### config.mk
export PLATFORM = sky130hd
export DESIGN_NAME = infix_to_postfix_converter_unit
export DESIGN_NICKNAME = d
export VERILOG_FILES = /design/src/sv/itp_pkg.sv /design/src/sv/infix_to_postfix_converter_unit.sv /design/src/sv/itp_ram.sv
export SDC_FILE = /design/constraint.sdc
export NUM_CORES = 1
export LEC_CHECK = 0
export BUFFER_PORTS_ARGS = -buffer_cell sky130_fd_sc_hd__buf_2
export CORE_AREA = 2 2 120 122
export CTS_CLUSTER_DIAMETER = 150
export DETAILED_ROUTE_END_ITERATION = 6
export DIE_AREA = 0 0 122 124
export PLACE_DENSITY = 0.77
export SLEW_MARGIN = 15
export SYNTH_ARGS = -nofsm -noshare
export SYNTH_HDL_FRONTEND = slang
export SYNTH_SLANG_ARGS = --single-unit
### constraint.sdc
create_clock -name i_clk -period 3.5 [get_ports i_clk]
set_input_delay 0.7 -clock i_clk [delete_from_list [all_inputs] [get_ports i_clk]]
set_output_delay 0.7 -clock i_clk [all_outputs]
set_load 0.05 [all_outputs]
### src/sv/itp_pkg.sv
// shared types, token codes and helpers for the infix to postfix converter
package itp_pkg;

    localparam int STACK_DEPTH_DEF = 32;

    localparam int KIND_W  = 3;
    localparam int OP_W    = 2;
    localparam int VALUE_W = 32;
    localparam int OKIND_W = 2;
    localparam int ENTRY_W = 3;

    localparam logic [KIND_W-1:0] KIND_NUMBER   = 3'd0;
    localparam logic [KIND_W-1:0] KIND_LPAREN   = 3'd1;
    localparam logic [KIND_W-1:0] KIND_RPAREN   = 3'd2;
    localparam logic [KIND_W-1:0] KIND_OPERATOR = 3'd3;
    localparam logic [KIND_W-1:0] KIND_END      = 3'd4;

    localparam logic [OKIND_W-1:0] OUT_NUMBER   = 2'd0;
    localparam logic [OKIND_W-1:0] OUT_OPERATOR = 2'd1;
    localparam logic [OKIND_W-1:0] OUT_END      = 2'd2;

    typedef logic [ENTRY_W-1:0] t_entry;

    localparam t_entry ENTRY_LPAREN = 3'd4;

    typedef struct packed {
        logic [KIND_W-1:0]  token_kind;
        logic [OP_W-1:0]    op_code;
        logic [VALUE_W-1:0] number_value;
    } t_in_beat;

    typedef struct packed {
        logic [OKIND_W-1:0] out_kind;
        logic [OP_W-1:0]    out_op;
        logic [VALUE_W-1:0] out_value;
        logic               overflow_seen;
        logic               last_of_run;
    } t_out_beat;

    // high precedence group is times and divide
    function automatic logic prec_ge(input t_entry top, input logic [OP_W-1:0] code);
        prec_ge = (top[1] >= code[1]);
    endfunction

    function automatic t_out_beat make_beat(input logic [OKIND_W-1:0] kind,
                                            input logic [OP_W-1:0] op,
                                            input logic [VALUE_W-1:0] value,
                                            input logic ovf,
                                            input logic last);
        t_out_beat b;
        b.out_kind      = kind;
        b.out_op        = op;
        b.out_value     = value;
        b.overflow_seen = ovf;
        b.last_of_run   = last;
        make_beat = b;
    endfunction

endpackage

### src/sv/infix_to_postfix_converter_unit.sv
// shunting-yard infix to postfix converter with the operator stack held in ram
// numbers, left parens and operators that pop nothing are taken at one beat per cycle
// unless the output stalls; each popped entry passes S_POP (ram read), then S_CHK
// (read data used); a right paren that discards a left paren reloads the top in S_FILL
// the end marker leaves from S_ENDM after the last pop; results leave through one register
// synchronous active-low reset clears the count, the overflow flag and the output valid
module infix_to_postfix_converter_unit import itp_pkg::*; #(
    parameter int STACK_DEPTH = STACK_DEPTH_DEF
) (
    input  logic      i_clk,
    input  logic      i_rst_n,
    input  logic      i_in_valid,
    output logic      o_in_stall,
    input  t_in_beat  i_in_data,
    output logic      o_out_valid,
    input  logic      i_out_stall,
    output t_out_beat o_out_data
);

    localparam int AW = (STACK_DEPTH > 1) ? $clog2(STACK_DEPTH) : 1;
    localparam int CW = $clog2(STACK_DEPTH + 1);
    localparam logic [CW-1:0] FULL = CW'(STACK_DEPTH);
    localparam logic [CW-1:0] ONE  = CW'(1);
    localparam logic [CW-1:0] TWO  = CW'(2);

    typedef enum logic [5:0] {
        S_IDLE = 6'b000001,
        S_POP  = 6'b000010,
        S_CHK  = 6'b000100,
        S_ENDM = 6'b001000,
        S_FILL = 6'b010000,
        S_SPARE = 6'b100000
    } t_state;

    t_state            r_state, n_state;
    logic [CW-1:0]     r_count, n_count;
    logic              r_ovf, n_ovf;
    logic              r_out_valid, n_out_valid;
    t_out_beat         r_out, n_out;
    t_entry            r_top, n_top;
    t_entry            r_pop, n_pop;
    logic [KIND_W-1:0] r_kind, n_kind;
    logic [OP_W-1:0]   r_code, n_code;

    logic          ram_we, ram_re;
    logic [AW-1:0] ram_waddr, ram_raddr;
    t_entry        ram_wdata, ram_rdata;
    logic [CW-1:0] cnt_m2;
    logic          out_free, in_accept, cont;

    assign out_free  = !r_out_valid || !i_out_stall;
    assign in_accept = i_in_valid && (r_state == S_IDLE) && out_free;
    assign cnt_m2    = r_count - TWO;
    assign ram_raddr = cnt_m2[AW-1:0];
    assign ram_waddr = r_count[AW-1:0];
    assign cont      = (r_count != '0) && (ram_rdata != ENTRY_LPAREN)
                       && prec_ge(ram_rdata, r_code);

    always_comb begin
        n_state     = r_state;
        n_count     = r_count;
        n_ovf       = r_ovf;
        n_top       = r_top;
        n_pop       = r_pop;
        n_kind      = r_kind;
        n_code      = r_code;
        n_out       = r_out;
        n_out_valid = r_out_valid && i_out_stall;
        ram_we      = 1'b0;
        ram_re      = 1'b0;
        ram_wdata   = ENTRY_LPAREN;
        unique case (r_state)
            S_IDLE: begin
                if (in_accept) begin
                    n_kind = i_in_data.token_kind;
                    n_code = i_in_data.op_code;
                    unique case (i_in_data.token_kind)
                        KIND_NUMBER: begin
                            n_out_valid = 1'b1;
                            n_out = make_beat(OUT_NUMBER, '0, i_in_data.number_value,
                                              1'b0, 1'b1);
                        end
                        KIND_LPAREN: begin
                            if (r_count == FULL) begin
                                n_ovf = 1'b1;
                            end else begin
                                ram_we    = 1'b1;
                                ram_wdata = ENTRY_LPAREN;
                                n_top     = ENTRY_LPAREN;
                                n_count   = r_count + ONE;
                            end
                        end
                        KIND_RPAREN: begin
                            if (r_count != '0) begin
                                if (r_top == ENTRY_LPAREN) begin
                                    n_count = r_count - ONE;
                                    if (r_count >= TWO) begin
                                        ram_re  = 1'b1;
                                        n_state = S_FILL;
                                    end
                                end else begin
                                    n_state = S_POP;
                                end
                            end
                        end
                        KIND_OPERATOR: begin
                            if (r_count != '0 && r_top != ENTRY_LPAREN
                                && prec_ge(r_top, i_in_data.op_code)) begin
                                n_state = S_POP;
                            end else if (r_count == FULL) begin
                                n_ovf = 1'b1;
                            end else begin
                                ram_we    = 1'b1;
                                ram_wdata = {1'b0, i_in_data.op_code};
                                n_top     = {1'b0, i_in_data.op_code};
                                n_count   = r_count + ONE;
                            end
                        end
                        KIND_END: begin
                            if (r_count != '0) begin
                                n_state = S_POP;
                            end else begin
                                n_out_valid = 1'b1;
                                n_out = make_beat(OUT_END, '0, '0, r_ovf, 1'b1);
                                n_ovf = 1'b0;
                            end
                        end
                        default: ;
                    endcase
                end
            end
            S_POP: begin
                n_pop   = r_top;
                n_count = r_count - ONE;
                ram_re  = (r_count >= TWO);
                n_state = S_CHK;
            end
            S_CHK: begin
                case (r_kind)
                    KIND_RPAREN: begin
                        if (out_free) begin
                            n_out_valid = 1'b1;
                            n_top       = ram_rdata;
                            if (r_count == '0) begin
                                n_out   = make_beat(OUT_OPERATOR, r_pop[OP_W-1:0], '0,
                                                    1'b0, 1'b1);
                                n_state = S_IDLE;
                            end else if (ram_rdata == ENTRY_LPAREN) begin
                                n_out   = make_beat(OUT_OPERATOR, r_pop[OP_W-1:0], '0,
                                                    1'b0, 1'b1);
                                n_count = r_count - ONE;
                                if (r_count >= TWO) begin
                                    ram_re  = 1'b1;
                                    n_state = S_FILL;
                                end else begin
                                    n_state = S_IDLE;
                                end
                            end else begin
                                n_out   = make_beat(OUT_OPERATOR, r_pop[OP_W-1:0], '0,
                                                    1'b0, 1'b0);
                                n_state = S_POP;
                            end
                        end
                    end
                    KIND_OPERATOR: begin
                        if (out_free) begin
                            n_out_valid = 1'b1;
                            n_out = make_beat(OUT_OPERATOR, r_pop[OP_W-1:0], '0,
                                              1'b0, !cont);
                            if (cont) begin
                                n_top   = ram_rdata;
                                n_state = S_POP;
                            end else begin
                                // the pop left room, so this push always lands
                                ram_we    = 1'b1;
                                ram_wdata = {1'b0, r_code};
                                n_top     = {1'b0, r_code};
                                n_count   = r_count + ONE;
                                n_state   = S_IDLE;
                            end
                        end
                    end
                    KIND_END: begin
                        if (r_pop == ENTRY_LPAREN || out_free) begin
                            if (r_pop != ENTRY_LPAREN) begin
                                n_out_valid = 1'b1;
                                n_out = make_beat(OUT_OPERATOR, r_pop[OP_W-1:0], '0,
                                                  1'b0, 1'b0);
                            end
                            n_top   = ram_rdata;
                            n_state = (r_count != '0) ? S_POP : S_ENDM;
                        end
                    end
                    default: n_state = S_IDLE;
                endcase
            end
            S_ENDM: begin
                if (out_free) begin
                    n_out_valid = 1'b1;
                    n_out   = make_beat(OUT_END, '0, '0, r_ovf, 1'b1);
                    n_ovf   = 1'b0;
                    n_state = S_IDLE;
                end
            end
            S_FILL: begin
                n_top   = ram_rdata;
                n_state = S_IDLE;
            end
            default: n_state = S_IDLE;
        endcase
    end

    always_ff @(posedge i_clk) begin
        if (!i_rst_n) begin
            r_state     <= S_IDLE;
            r_count     <= '0;
            r_ovf       <= 1'b0;
            r_out_valid <= 1'b0;
        end else begin
            r_state     <= n_state;
            r_count     <= n_count;
            r_ovf       <= n_ovf;
            r_out_valid <= n_out_valid;
        end
    end

    always_ff @(posedge i_clk) begin
        r_out  <= n_out;
        r_top  <= n_top;
        r_pop  <= n_pop;
        r_kind <= n_kind;
        r_code <= n_code;
    end

    itp_ram #(
        .WIDTH (ENTRY_W),
        .DEPTH (STACK_DEPTH),
        .AW    (AW)
    ) u_stack (
        .i_clk   (i_clk),
        .i_we    (ram_we),
        .i_waddr (ram_waddr),
        .i_wdata (ram_wdata),
        .i_re    (ram_re),
        .i_raddr (ram_raddr),
        .o_rdata (ram_rdata)
    );

    assign o_in_stall  = !((r_state == S_IDLE) && out_free);
    assign o_out_valid = r_out_valid;
    assign o_out_data  = r_out;

    a_count_bound: assert property (@(posedge i_clk) disable iff (!i_rst_n)
        r_count <= FULL)
        else $error("stack count beyond depth");

    a_pop_nonempty: assert property (@(posedge i_clk) disable iff (!i_rst_n)
        (r_state == S_POP || r_state == S_FILL) |-> r_count != '0)
        else $error("pop or reload on empty stack");

    a_ovf_clear: assert property (@(posedge i_clk) disable iff (!i_rst_n)
        (n_out_valid && out_free && n_out.out_kind == OUT_END) |=> !r_ovf)
        else $error("overflow flag survived end marker");

    a_last_mark: assert property (@(posedge i_clk) disable iff (!i_rst_n)
        (o_out_valid && o_out_data.out_kind != OUT_OPERATOR) |->
            o_out_data.last_of_run)
        else $error("number or end marker without last flag");

    a_no_write_full: assert property (@(posedge i_clk) disable iff (!i_rst_n)
        ram_we |-> r_count < FULL)
        else $error("stack write while full");

endmodule

### src/sv/itp_ram.sv
// generic single-port-write, single-port-read ram with registered read
module itp_ram #(
    parameter int WIDTH = 8,
    parameter int DEPTH = 32,
    parameter int AW    = (DEPTH > 1) ? $clog2(DEPTH) : 1
) (
    input  logic             i_clk,
    input  logic             i_we,
    input  logic [AW-1:0]    i_waddr,
    input  logic [WIDTH-1:0] i_wdata,
    input  logic             i_re,
    input  logic [AW-1:0]    i_raddr,
    output logic [WIDTH-1:0] o_rdata
);

    logic [WIDTH-1:0] r_mem [DEPTH];
    logic [WIDTH-1:0] r_rdata;

    always_ff @(posedge i_clk) begin
        if (i_we) begin
            r_mem[i_waddr] <= i_wdata;
        end
        if (i_re) begin
            r_rdata <= r_mem[i_raddr];
        end
    end

    assign o_rdata = r_rdata;

endmodule
==> results of run 1 <==
## metal layers
metal / wire [um] / share of wire (%) / vias up
met5: 0 / 0 / -
met4: 309 / 1.9 / 0
met3: 1489 / 9.1 / 35
met2: 7823 / 48 / 271
met1: 6664 / 41 / 2334
li1: - / - / 2161
## sequential cells by signal, indices dropped and copies added, names as in the netlist, 2 cells and up
register and flops:
u_stack.o_rdata 3, o_out_data 38, u_stack.r_mem 96, r_state 5, r_pop 3, r_top 3
r_count 6, r_code 2, r_kind 3
## worst reg2reg max path: cells and delay by family (launching register included)
family | cells | cell delay [ns]
AND/OR/NAND/NOR | 5 | 1.32
AO/OA/AOI/OAI | 1 | 0.94
buffers and inverters | 1 | 0.22
flip-flops | 1 | 0.46
## how the worst max path moves through the flow
stage | from | to | slack [ns] | depth (start not counted)
4_1_cts | r_state[0] | o_out_data[18] | 0.46 | 7
5_1_grt | r_state[0] | o_out_data[35] | 0.14 | 7
6_report | r_state[0] | o_out_data[18] | 0.26 | 7
3_5_place_dp | r_state[0] | o_out_data[12] | 0.49 | 7
2_1_floorplan | r_count[1] | o_out_data[0] | 0.18 | 11
3_3_place_gp | r_state[0] | o_out_data[4] | 0.36 | 7
## cell families (layout without fill, tap and decap cells)
logic type,Yosys count,count (layout)
flops,161,161
compound gates,70,70
fa+ha+maj,8,8
simple gates,188,188
buf+inv,38,139
xor+xnor,3,3
mux,37,37
## cell type report
cell class | count | area (sq um) | area share (%)
Sequential cell | 161 | 4706 | 55.64
Multi-Input combinational cell | 306 | 2391 | 28.27
Inverter | 11 | 41.29 | 0.4882
Timing Repair Buffer | 97 | 540.5 | 6.391
Clock inverter | 10 | 112.6 | 1.332
Clock buffer | 21 | 440.4 | 5.208
Tap cell | 180 | 225.2 | 2.663
## metrics by stage
stage	hold slack, ns	instances
2_1_floorplan	0.4168	505
3_3_place_gp	0.4239	755
3_5_place_dp	0.4260	755
4_1_cts	0.4425	786
5_1_grt	0.4585	786
6_report	0.4426	786
## power groups by stage
stage | sequential (mW) | clock [mW] | combinational, mW
5_1_grt | 2.32 | 1.87 | 1.49
3_3_place_gp | 2.34 | 0 | 1.36
4_1_cts | 2.30 | 1.79 | 1.38
2_1_floorplan | 2.55 | 0 | 0.816
3_5_place_dp | 2.34 | 0 | 1.37
6_report | 2.31 | 1.76 | 1.39
## cell usage in the layout (no fill, tap or decap), types with 7 or more instances in the layout
| cell | n |
|---|---|
| edfxtp_1 | 148 |
| buf_2 | 80 |
| nor2_1 | 52 |
| and3_1 | 37 |
| mux4_2 | 30 |
| nand2_1 | 28 |
| clkbuf_16 | 17 |
| buf_4 | 16 |
| nand3_1 | 13 |
| dfxtp_1 | 12 |
| a21oi_1 | 11 |
| o21ai_0 | 11 |
| inv_1 | 10 |
| and2_1 | 8 |
| ha_1 | 8 |
| nor3_1 | 7 |
==> key figures, run 1 <==
Placement
  – Dpl cell area: 7904 sq um
  – Routability cong.: 0.9983
  – IO buf count: 80
  – Detail Placement HPWL: roughly 11 mm
  – Pre-CTS setup slack: 0.4879 ns

Clock tree
  – CTS Sinks: approximately 160
  – CTS tree: built
  – Total CTS buffers: 17
  – CTS hold repair buffers: 0
  – Post-CTS setup buffer count: 0
  – CTS root buf: clkbuf_16
  – Clk_lat worst skew: around 0.43 ns
  – CTS max path bufs: 2
  – Worst-path clk slew: approximately 0.060 ns
  – H-tree levels: 4
  – PostCTS Resize Cnt: 0

Power and ir drop
  – Internal power: roughly 3.8 mW
  – Logic pwr share: 25.5%
  – Leakage: between 2 and 3 nW
  – NetSw: about 1.7 mW
  – Peak supply drop: between 500 and 600 uV
  – Clock power frac: 32.2%
  – Flop pwr share: 42.2%
  – P per Cell Area: ~650 nW/um^2
  – Power, Total: ~5.5 mW
  – Sw Ratio: 30.37%

Finish
  – Share of cells above drive strength 1: 27.23%
  – Fill cell count: between 1,000 and 1,500
  – Post-route cell area: approximately 8500 sq um
  – Net count, final: roughly 640
  – Synthesis-to-finish area growth: 16.86%
  – Inserted Diodes: 0
  – Post-route core utilization: just over 60%

STA
  – Final hold vios: 0
  – Tmin final: ~3.2 ns
  – Worst Max-Slew Pin Slew: 1.048 ns
  – Clock Skew: ~0.0079 ns
  – Slew Viols, Final: 0
  – Worst slew margin: approximately 28%
  – # setup viols final: 0
  – TNS Setup: 0 ns
  – Setup WS post-layout: roughly 0.26 ns
  – Max Clk Rate: 308.6 MHz
  – Final period utilization: ~90%
  – RSZ-0062 raised after global routing: false

Global route
  – GRT overflow: 0
  – First-pass GRT wire length: 25.54 mm
  – Met2 Resource Use GR: a little under two fifths
  – Largest net degree at the start of global routing: 39
  – Total track usage: 23.07%
  – Top Usage Layer GRT: met2
  – Initial antenna violation count: 0
  – GR Util met1: ~30%
  – Vias in the first global route: between 4,000 and 5,000
  – M3 GR Usage: roughly 6.3%

Critical path
  – Max stage delay on crit path: slightly above 0.9 ns
  – Worst setup EP type: flop
  – Internal reg-to-reg setup slack: 0.26 ns
  – CP Launch Type: flop
  – Worst R2R End: o_out_data[18]
  – Critical R2R Launch: r_state[0]
  – Worst Path Required: about 3.6 ns
  – Crit Path Class: reg2reg
  – Worst reg2reg path depth: 7
  – Family with the most delay on the worst path: simple AND/OR/NAND/NOR gates
  – CP Cell Sequence: or3b_1 -> or3_1 -> a2111oi_0 -> nor3_1 -> nor2_1 -> and2_2 -> buf_12
  – Crit path DAT: around 3.4 ns
  – Buf/Inv on CP: 1
  – CP Max Fanout: 38
  – Slowest CP cell: a2111oi_0

Route
  – DRT iter0 DRCs: ~540
  – Via count: between 4,000 and 5,000
  – DRC: 0
  – Final wirelength: between 15 and 20 mm
  – WL/cell: roughly 21 um
  – DRT antenna net count: 0
  – Via density: 6.108
  – DRT Pass-1 Iters: 5

Synth
  – Top post-synthesis cells by area: edfxtp_1 61%, mux4_2 9.3%, dfxtp_1 3.6%
  – Post-Syn Area: 7237 sq um
  – Dominant cell type by area after synthesis: edfxtp_1
  – Main synth FF type: edfxtp_1
  – Number of flops mapped to enable cells by yosys: around 150
  – Synth top area share: roughly three fifths
  – Main combinational cell family by area after synthesis: simple AND/OR/NAND/NOR gates
  – Syn Area/Cell: between 10 and 15 sq um
  – Post-synthesis compound-gate area fraction: under 10%
  – #FFs+latches synth: about 160
  – Xor/xnor share of the synthesized area: less than 1%
  – Simple-gate share of the synthesized area: between 10% and 20%
  – Cell count after synthesis: around 500
  – Asr flop ratio synth: 0%
  – Cell variety after synth: 67
  – Yosys warnings: 0
  – Multiplexer share of the synthesized area: around a tenth
  – Post-synthesis sequential area ratio: 65.01%
  – Most common cell in the synthesized netlist: edfxtp_1
  – Post-synthesis adder-cell area fraction: 1.383%
  – Post-Synthesis Net Count: 554
  – Synth top cells by count: 148 x edfxtp_1, 52 x nor2_1, 37 x and3_1, 30 x mux4_2, 28 x nand2_1

Min path
  – Hold-critical path endpoint: r_pop[0]
  – Hold_sp: r_top[0]
  – WHS Path Cells: 0
  – Min-Delay Path Class: reg2reg

Floorplanning
  – Full die area: roughly 15,000 sq um
  – Die Wd: ~120 um
  – Starting Density: a little over half
  – Die Ht: 124 um
  – IO Pins: about 80
  – Core area: between 10,000 and 15,000 sq um
  – FP Rows: 43

Status
  – Status: finished clean

Job
  – Max-Cap Viols: 0
Power figures use the tool's default switching activity.
==> inputs of run 2 (changes only) <==
--- a/config.mk
+++ b/config.mk
@@ -6,11 +6,14 @@
 export NUM_CORES = 1
 export LEC_CHECK = 0
 export BUFFER_PORTS_ARGS = -buffer_cell sky130_fd_sc_hd__buf_2
-export CORE_AREA = 2 2 120 122
+export CELL_PAD_IN_SITES_DETAIL_PLACEMENT = 1
+export CELL_PAD_IN_SITES_GLOBAL_PLACEMENT = 1
+export CORE_AREA = 2 2 132 134
 export CTS_CLUSTER_DIAMETER = 150
 export DETAILED_ROUTE_END_ITERATION = 6
-export DIE_AREA = 0 0 122 124
+export DIE_AREA = 0 0 134 136
 export PLACE_DENSITY = 0.77
+export SKIP_LAST_GASP = 1
 export SLEW_MARGIN = 15
 export SYNTH_ARGS = -nofsm -noshare
 export SYNTH_HDL_FRONTEND = slang
==> run 2 against run 1 <==
Die area increased by 20%. Fmax up 4.8%. Hold slack better by 0.0061 ns. Utilization down 11 points. Global-route usage is 1.3 points lower. Count of clock-buffer cells in the layout fell by 3. Clock power is 3% higher. Non-clock buffer count is the same. Combinational power rose by 4%. Worst setup slack better by 0.15 ns. First-iteration DRC count decreased by 14%. Cell area grew 0.93%. Critical path type unchanged. Critical endpoint is now o_out_data[15]. Highest routed layer is now met5.
==> key figures, run 2 (synthesis gave the netlist of run 1 again) <==
Clock tree
  – CTS root buf: clkbuf_16
  – Post-CTS setup buffer count: 0
  – Total CTS buffers: 17
  – PostCTS Resize Cnt: 0
  – CTS hold repair buffers: 0
  – Clk_lat worst skew: ~0.44 ns
  – CTS Sinks: 161
  – Worst-path clk slew: approximately 0.06 ns
  – H-tree levels: 4
  – CTS max path bufs: 2
  – CTS tree: built

Critical path
  – CP Max Fanout: 30
  – Critical R2R Launch: r_state[0]
  – Buf/Inv on CP: 1
  – Worst reg2reg path depth: 7
  – Worst R2R End: o_out_data[15]
  – Internal reg-to-reg setup slack: around 0.4 ns
  – Max stage delay on crit path: approximately 0.6 ns
  – Slowest CP cell: a2111oi_0
  – Worst setup EP type: flop
  – Crit path DAT: roughly 3.2 ns
  – Crit Path Class: reg2reg
  – CP Launch Type: flop
  – Worst Path Required: about 3.6 ns
  – Family with the most delay on the worst path: simple AND/OR/NAND/NOR gates
  – CP Cell Sequence: or3b_1 -> or3_1 -> a2111oi_0 -> nor3_1 -> nor2_1 -> and2_2 -> buf_12

Min path
  – Min-Delay Path Class: reg2reg
  – WHS Path Cells: 0
  – Hold-critical path endpoint: r_pop[0]
  – Hold_sp: r_top[0]

Route
  – Via density: between 5 and 6
  – WL/cell: approximately 22 um
  – DRT antenna net count: 0
  – DRT Pass-1 Iters: 5
  – Via count: approximately 4,800
  – DRT iter0 DRCs: 466
  – Final wirelength: approximately 19 mm
  – DRC: 0

Placement
  – Pre-CTS setup slack: 0.4770 ns
  – IO buf count: 80
  – Routability cong.: between 0.9 and 1
  – Detail Placement HPWL: between 10 and 15 mm

STA
  – Final hold vios: 0
  – Worst slew margin: 44.66%
  – Slew Viols, Final: 0
  – Tmin final: approximately 3.1 ns
  – TNS Setup: 0 ns
  – Clock Skew: around 0.013 ns
  – Max Clk Rate: between 300 and 400 MHz
  – Worst Max-Slew Pin Slew: 0.8241 ns
  – Setup WS post-layout: 0.4081 ns
  – Final period utilization: a little under 90%
  – RSZ-0062 raised after global routing: false
  – # setup viols final: 0

Floorplanning
  – Die Wd: about 130 um
  – Core area: around 17,000 sq um
  – Die Ht: between 100 and 150 um
  – Full die area: 18,220 sq um
  – FP Rows: 48
  – Starting Density: a little over two fifths
  – IO Pins: 81

Global route
  – Total track usage: a little over a fifth
  – GRT overflow: 0
  – Largest net degree at the start of global routing: 39
  – Initial antenna violation count: 1
  – Vias in the first global route: 5,073
  – First-pass GRT wire length: slightly below 30 mm

Power and ir drop
  – Leakage: 2.992 nW
  – P per Cell Area: 653.2 nW/um^2
  – Peak supply drop: 352.9 uV

Finish
  – Inserted Diodes: 0
  – Multi-input gate area: 2391 sq um
  – Top reg by flops: u_stack.r_mem
  – Most common cell after layout, fill and taps aside: edfxtp_1
  – Max reg flops: 96
  – Net count, final: 643
  – Fill cell count: roughly 1,700
  – Share of cells above drive strength 1: 27.84%
  – Commonest cells after routing, fill and taps aside: 148 x edfxtp_1, 80 x buf_2, 52 x nor2_1
  – Register Area: roughly 4700 sq um
  – Synthesis-to-finish area growth: 17.95%

Job
  – Max-Cap Viols: 0

Status
  – Status: finished clean
## run 2: changes by cell type in the layout (fill, tap and decap cells not counted), sizes merged
cell | previous run | this run
bufinv | 2 | 1
clkbuf | 21 | 18
clkinv | 4 | 7
clkinvlp | 4 | 0
inv | 11 | 17
## run 2: power by group
part	switching, mW	internal (mW)	leakage [nW]
logic	0.936	0.509	1.27
clock network	0.820	1.00	0.283
registers	0.0594	2.25	1.43
## run 2: how the worst max path moves through the flow
| stage | startpoint | depth (start not counted) | endpoint | slack, ns |
|---|---|---|---|---|
| finish | r_state[0] | 7 | o_out_data[15] | 0.41 |
| global route | r_state[0] | 7 | o_out_data[15] | 0.22 |
| CTS | r_state[0] | 7 | o_out_data[15] | 0.45 |
| detailed placement | r_state[0] | 7 | o_out_data[32] | 0.48 |
| global placement | r_state[0] | 7 | o_out_data[8] | 0.55 |
| floorplan | r_count[1] | 11 | o_out_data[0] | 0.18 |
## run 2: final cells by class
| type | count | area share [%] |
|---|---|---|
| Clock buffer | 18 | 5.028 |
| Clock inverter | 14 | 1.715 |
| Inverter | 11 | 0.4837 |
| Multi-Input combinational cell | 306 | 28.01 |
| Sequential cell | 161 | 55.13 |
| Tap cell | 225 | 3.298 |
| Timing Repair Buffer | 97 | 6.332 |
## run 2: through the flow
| stage | std cells | util, % | total power [mW] | cell area, sq um | hold WS, ns |
|---|---|---|---|---|---|
| 2_1_floorplan | 505 | - | 3.362 | 7238 | 0.4168 |
| 3_3_place_gp | 800 | 47.17 | 3.719 | 7960 | 0.4314 |
| 3_5_place_dp | 800 | 47.17 | 3.770 | 7960 | 0.4321 |
| 4_1_cts | 832 | 50.58 | 5.598 | 8536 | 0.4504 |
| 5_1_grt | 832 | 50.58 | 5.790 | 8536 | 0.4566 |
| 6_report | 832 | 50.58 | 5.576 | 8536 | 0.4487 |
## run 2: worst reg2reg max path, delay by kind of cell, from the launching register on
| family | cells | cell delay (ns) |
|---|---|---|
| compound gates | 1 | 0.60 |
| buf+inv | 1 | 0.25 |
| flops | 1 | 0.48 |
| simple gates | 5 | 1.45 |
## run 2: layer usage
metal,wire length [um],vias up,global-route usage [%]
li1,-,2154,-
met1,7557,2474,27.53
met2,9661,166,36.81
met3,991,41,4.773
met4,419,2,8.333
met5,13,-,0
==> inputs of run 3 (changes only) <==
--- a/config.mk
+++ b/config.mk
@@ -8,11 +8,12 @@
 export BUFFER_PORTS_ARGS = -buffer_cell sky130_fd_sc_hd__buf_2
 export CELL_PAD_IN_SITES_DETAIL_PLACEMENT = 1
 export CELL_PAD_IN_SITES_GLOBAL_PLACEMENT = 1
-export CORE_AREA = 2 2 132 134
+export CORE_AREA = 2 2 124 126
+export CTS_BUF_LIST = sky130_fd_sc_hd__clkbuf_4 sky130_fd_sc_hd__clkbuf_8
 export CTS_CLUSTER_DIAMETER = 150
 export DETAILED_ROUTE_END_ITERATION = 6
-export DIE_AREA = 0 0 134 136
-export PLACE_DENSITY = 0.77
+export DIE_AREA = 0 0 126 128
+export PLACE_DENSITY = 0.82
 export SKIP_LAST_GASP = 1
 export SLEW_MARGIN = 15
 export SYNTH_ARGS = -nofsm -noshare
==> constraint.sdc (replaced) <==
create_clock -name i_clk -period 3.4 [get_ports i_clk]
set_input_delay 0.68 -clock i_clk [delete_from_list [all_inputs] [get_ports i_clk]]
set_output_delay 0.68 -clock i_clk [all_outputs]
set_load 0.05 [all_outputs]
==> run 3 against run 2 <==
Power fell by 6.1%. Cell area is 2.8% lower. Combinational power is essentially flat. Clock skew is 0.0011 ns higher. Sequential power increased by 3%. Final cell count decreased by 4.7%. Count of clock-buffer cells in the layout stayed put. Wire length fell by 4.9%. Sequential share of layout area rose by 1.6 points. Worst setup slack got worse by 0.19 ns. Non-clock buffer count is 1 lower. Largest power group unchanged. Highest routed layer is now met4.
==> key figures, run 3 (synthesis gave the netlist of run 1 again) <==
Floorplanning
  – FP Rows: 45
  – Full die area: 16,130 sq um
  – Die Ht: 128 um
  – IO Pins: a little over 80
  – Core area: ~15,000 sq um
  – Die Wd: roughly 130 um
  – Starting Density: between 40% and 50%

Status
  – Status: finished clean

Critical path
  – Max stage delay on crit path: 0.88 ns
  – CP Cell Sequence: or3b_1 -> or3_1 -> a2111oi_0 -> nor3_1 -> nor2_1 -> and2_2 -> buf_12
  – CP Max Fanout: 38
  – Slowest CP cell: a2111oi_0
  – Worst reg2reg path depth: 7
  – CP Launch Type: flop
  – Crit path DAT: roughly 3.3 ns
  – Worst Path Required: between 3 and 4 ns
  – End of the critical path: o_out_data[37]
  – Worst setup EP type: flop
  – Critical R2R Launch: r_state[0]
  – CP startpoint: r_state[0]
  – Worst R2R End: o_out_data[37]
  – Crit Path Class: reg2reg
  – Internal reg-to-reg setup slack: 0.22 ns

Min path
  – Hold_sp: i_in_data[32]
  – WHS Path Cells: 1
  – Min-Delay Path Class: in2reg

Route
  – DRT antenna net count: 0
  – Via density: between 5 and 6
  – Final wirelength: 17.72 mm
  – WL/cell: 22.35 um
  – DRT iter0 DRCs: roughly 290
  – Via count: roughly 4,800
  – DRT Pass-1 Iters: 4
  – DRC: 0

Global route
  – Largest net degree at the start of global routing: 39
  – GRT overflow: 0
  – Total track usage: between 20% and 30%
  – Vias in the first global route: 5,005
  – Initial antenna violation count: 0
  – First-pass GRT wire length: 28.42 mm

Clock tree
  – CTS max path bufs: 2
  – Total CTS buffers: 17
  – CTS hold repair buffers: 0
  – CTS root buf: clkbuf_8
  – Clk_lat worst skew: around 0.45 ns
  – CTS tree: built
  – Worst-path clk slew: approximately 0.080 ns
  – Post-CTS setup buffer count: 0
  – H-tree levels: 4
  – CTS Sinks: 161
  – PostCTS Resize Cnt: 0

STA
  – Final hold vios: 0
  – Max Clk Rate: between 300 and 400 MHz
  – TNS Setup: 0 ns
  – WHS: between 0.4 and 0.5 ns
  – Tmin final: around 3.2 ns
  – Final period utilization: between 90 and 100%
  – Clock Skew: ~0.014 ns
  – Slew Viols, Final: 0
  – # setup viols final: 0
  – Worst Max-Slew Pin Slew: 0.9480 ns
  – Worst slew margin: a little over a third
  – RSZ-0062 raised after global routing: false

Finish
  – Synthesis-to-finish area growth: 14.66%
  – Top reg by flops: u_stack.r_mem
  – Fill cell count: 1,449
  – Inserted Diodes: 0
  – Net count, final: around 640
  – Commonest cells after routing, fill and taps aside: 148 x edfxtp_1, 80 x buf_2, 52 x nor2_1
  – Most common cell after layout, fill and taps aside: edfxtp_1
  – Share of cells above drive strength 1: 27.93%
  – Max reg flops: between 90 and 100

Placement
  – Detail Placement HPWL: 12.34 mm
  – Routability cong.: slightly above 0.9
  – IO buf count: 80

Power and ir drop
  – P per Cell Area: 630.7 nW/um^2
  – Peak supply drop: 338.6 uV
  – Leakage: between 2 and 3 nW
  – Power, Total: around 5.2 mW

Job
  – Max-Cap Viols: 0
[run 3: cell types whose count changed in the layout (fill, tap and decap cells not counted), sizes merged]
cell,before,now
buf,97,96
clkinvlp,0,4
inv,17,16
bufinv,1,2
clkinv,7,2
[run 3: final cells by class]
| type | instances | area (sq um) | area share, % |
|---|---|---|---|
| multi-input combinational | 306 | 2391 | 28.81 |
| sequential | 161 | 4706 | 56.71 |
| clock inverter | 13 | 150.1 | 1.809 |
| inverter | 11 | 41.29 | 0.4976 |
| clock buffer | 18 | 241.5 | 2.910 |
| tap | 188 | 235.2 | 2.835 |
| timing repair buffer | 96 | 533.0 | 6.423 |
[run 3: per-stage QoR]
step	cells	instance area [sq um]	util (%)	worst slack, ns
final	793	8298	55.82	0.2197
after global routing	793	8298	55.82	0.08107
after CTS	793	8298	55.82	0.2466
after detailed placement	762	7906	53.19	0.2538
after global placement	762	7906	53.19	0.3405
after floorplan	505	7238	-	0.07905
[run 3: report_power, final]
group / switching [mW] / internal [mW] / total, mW
combinational: 0.944 / 0.525 / 1.47
clock: 0.723 / 0.670 / 1.39
sequential: 0.0600 / 2.31 / 2.37
[run 3: per-layer routing]
| layer | vias to the layer above | track usage, % | routed length [um] |
|---|---|---|---|
| li1 | 2155 | - | - |
| met1 | 2418 | 30.71 | 7772 |
| met2 | 166 | 38.49 | 8719 |
| met3 | 12 | 4.549 | 1041 |
| met4 | 0 | 7.240 | 186 |
| met5 | - | 0 | 0 |
[run 3: worst min path at each step]
stage / to / slack, ns
3_5_place_dp: r_pop[0] / 0.45
6_report: r_code[0] / 0.44
3_3_place_gp: r_pop[0] / 0.44
5_1_grt: r_code[0] / 0.42
2_1_floorplan: r_pop[0] / 0.42
4_1_cts: r_code[0] / 0.41
[run 3: critical path: cells and delay by family, from the launching register on]
family,cells,cell delay (ns)
buf+inv,1,0.22
simple gates,5,1.30
flops,1,0.45
compound gates,1,0.88
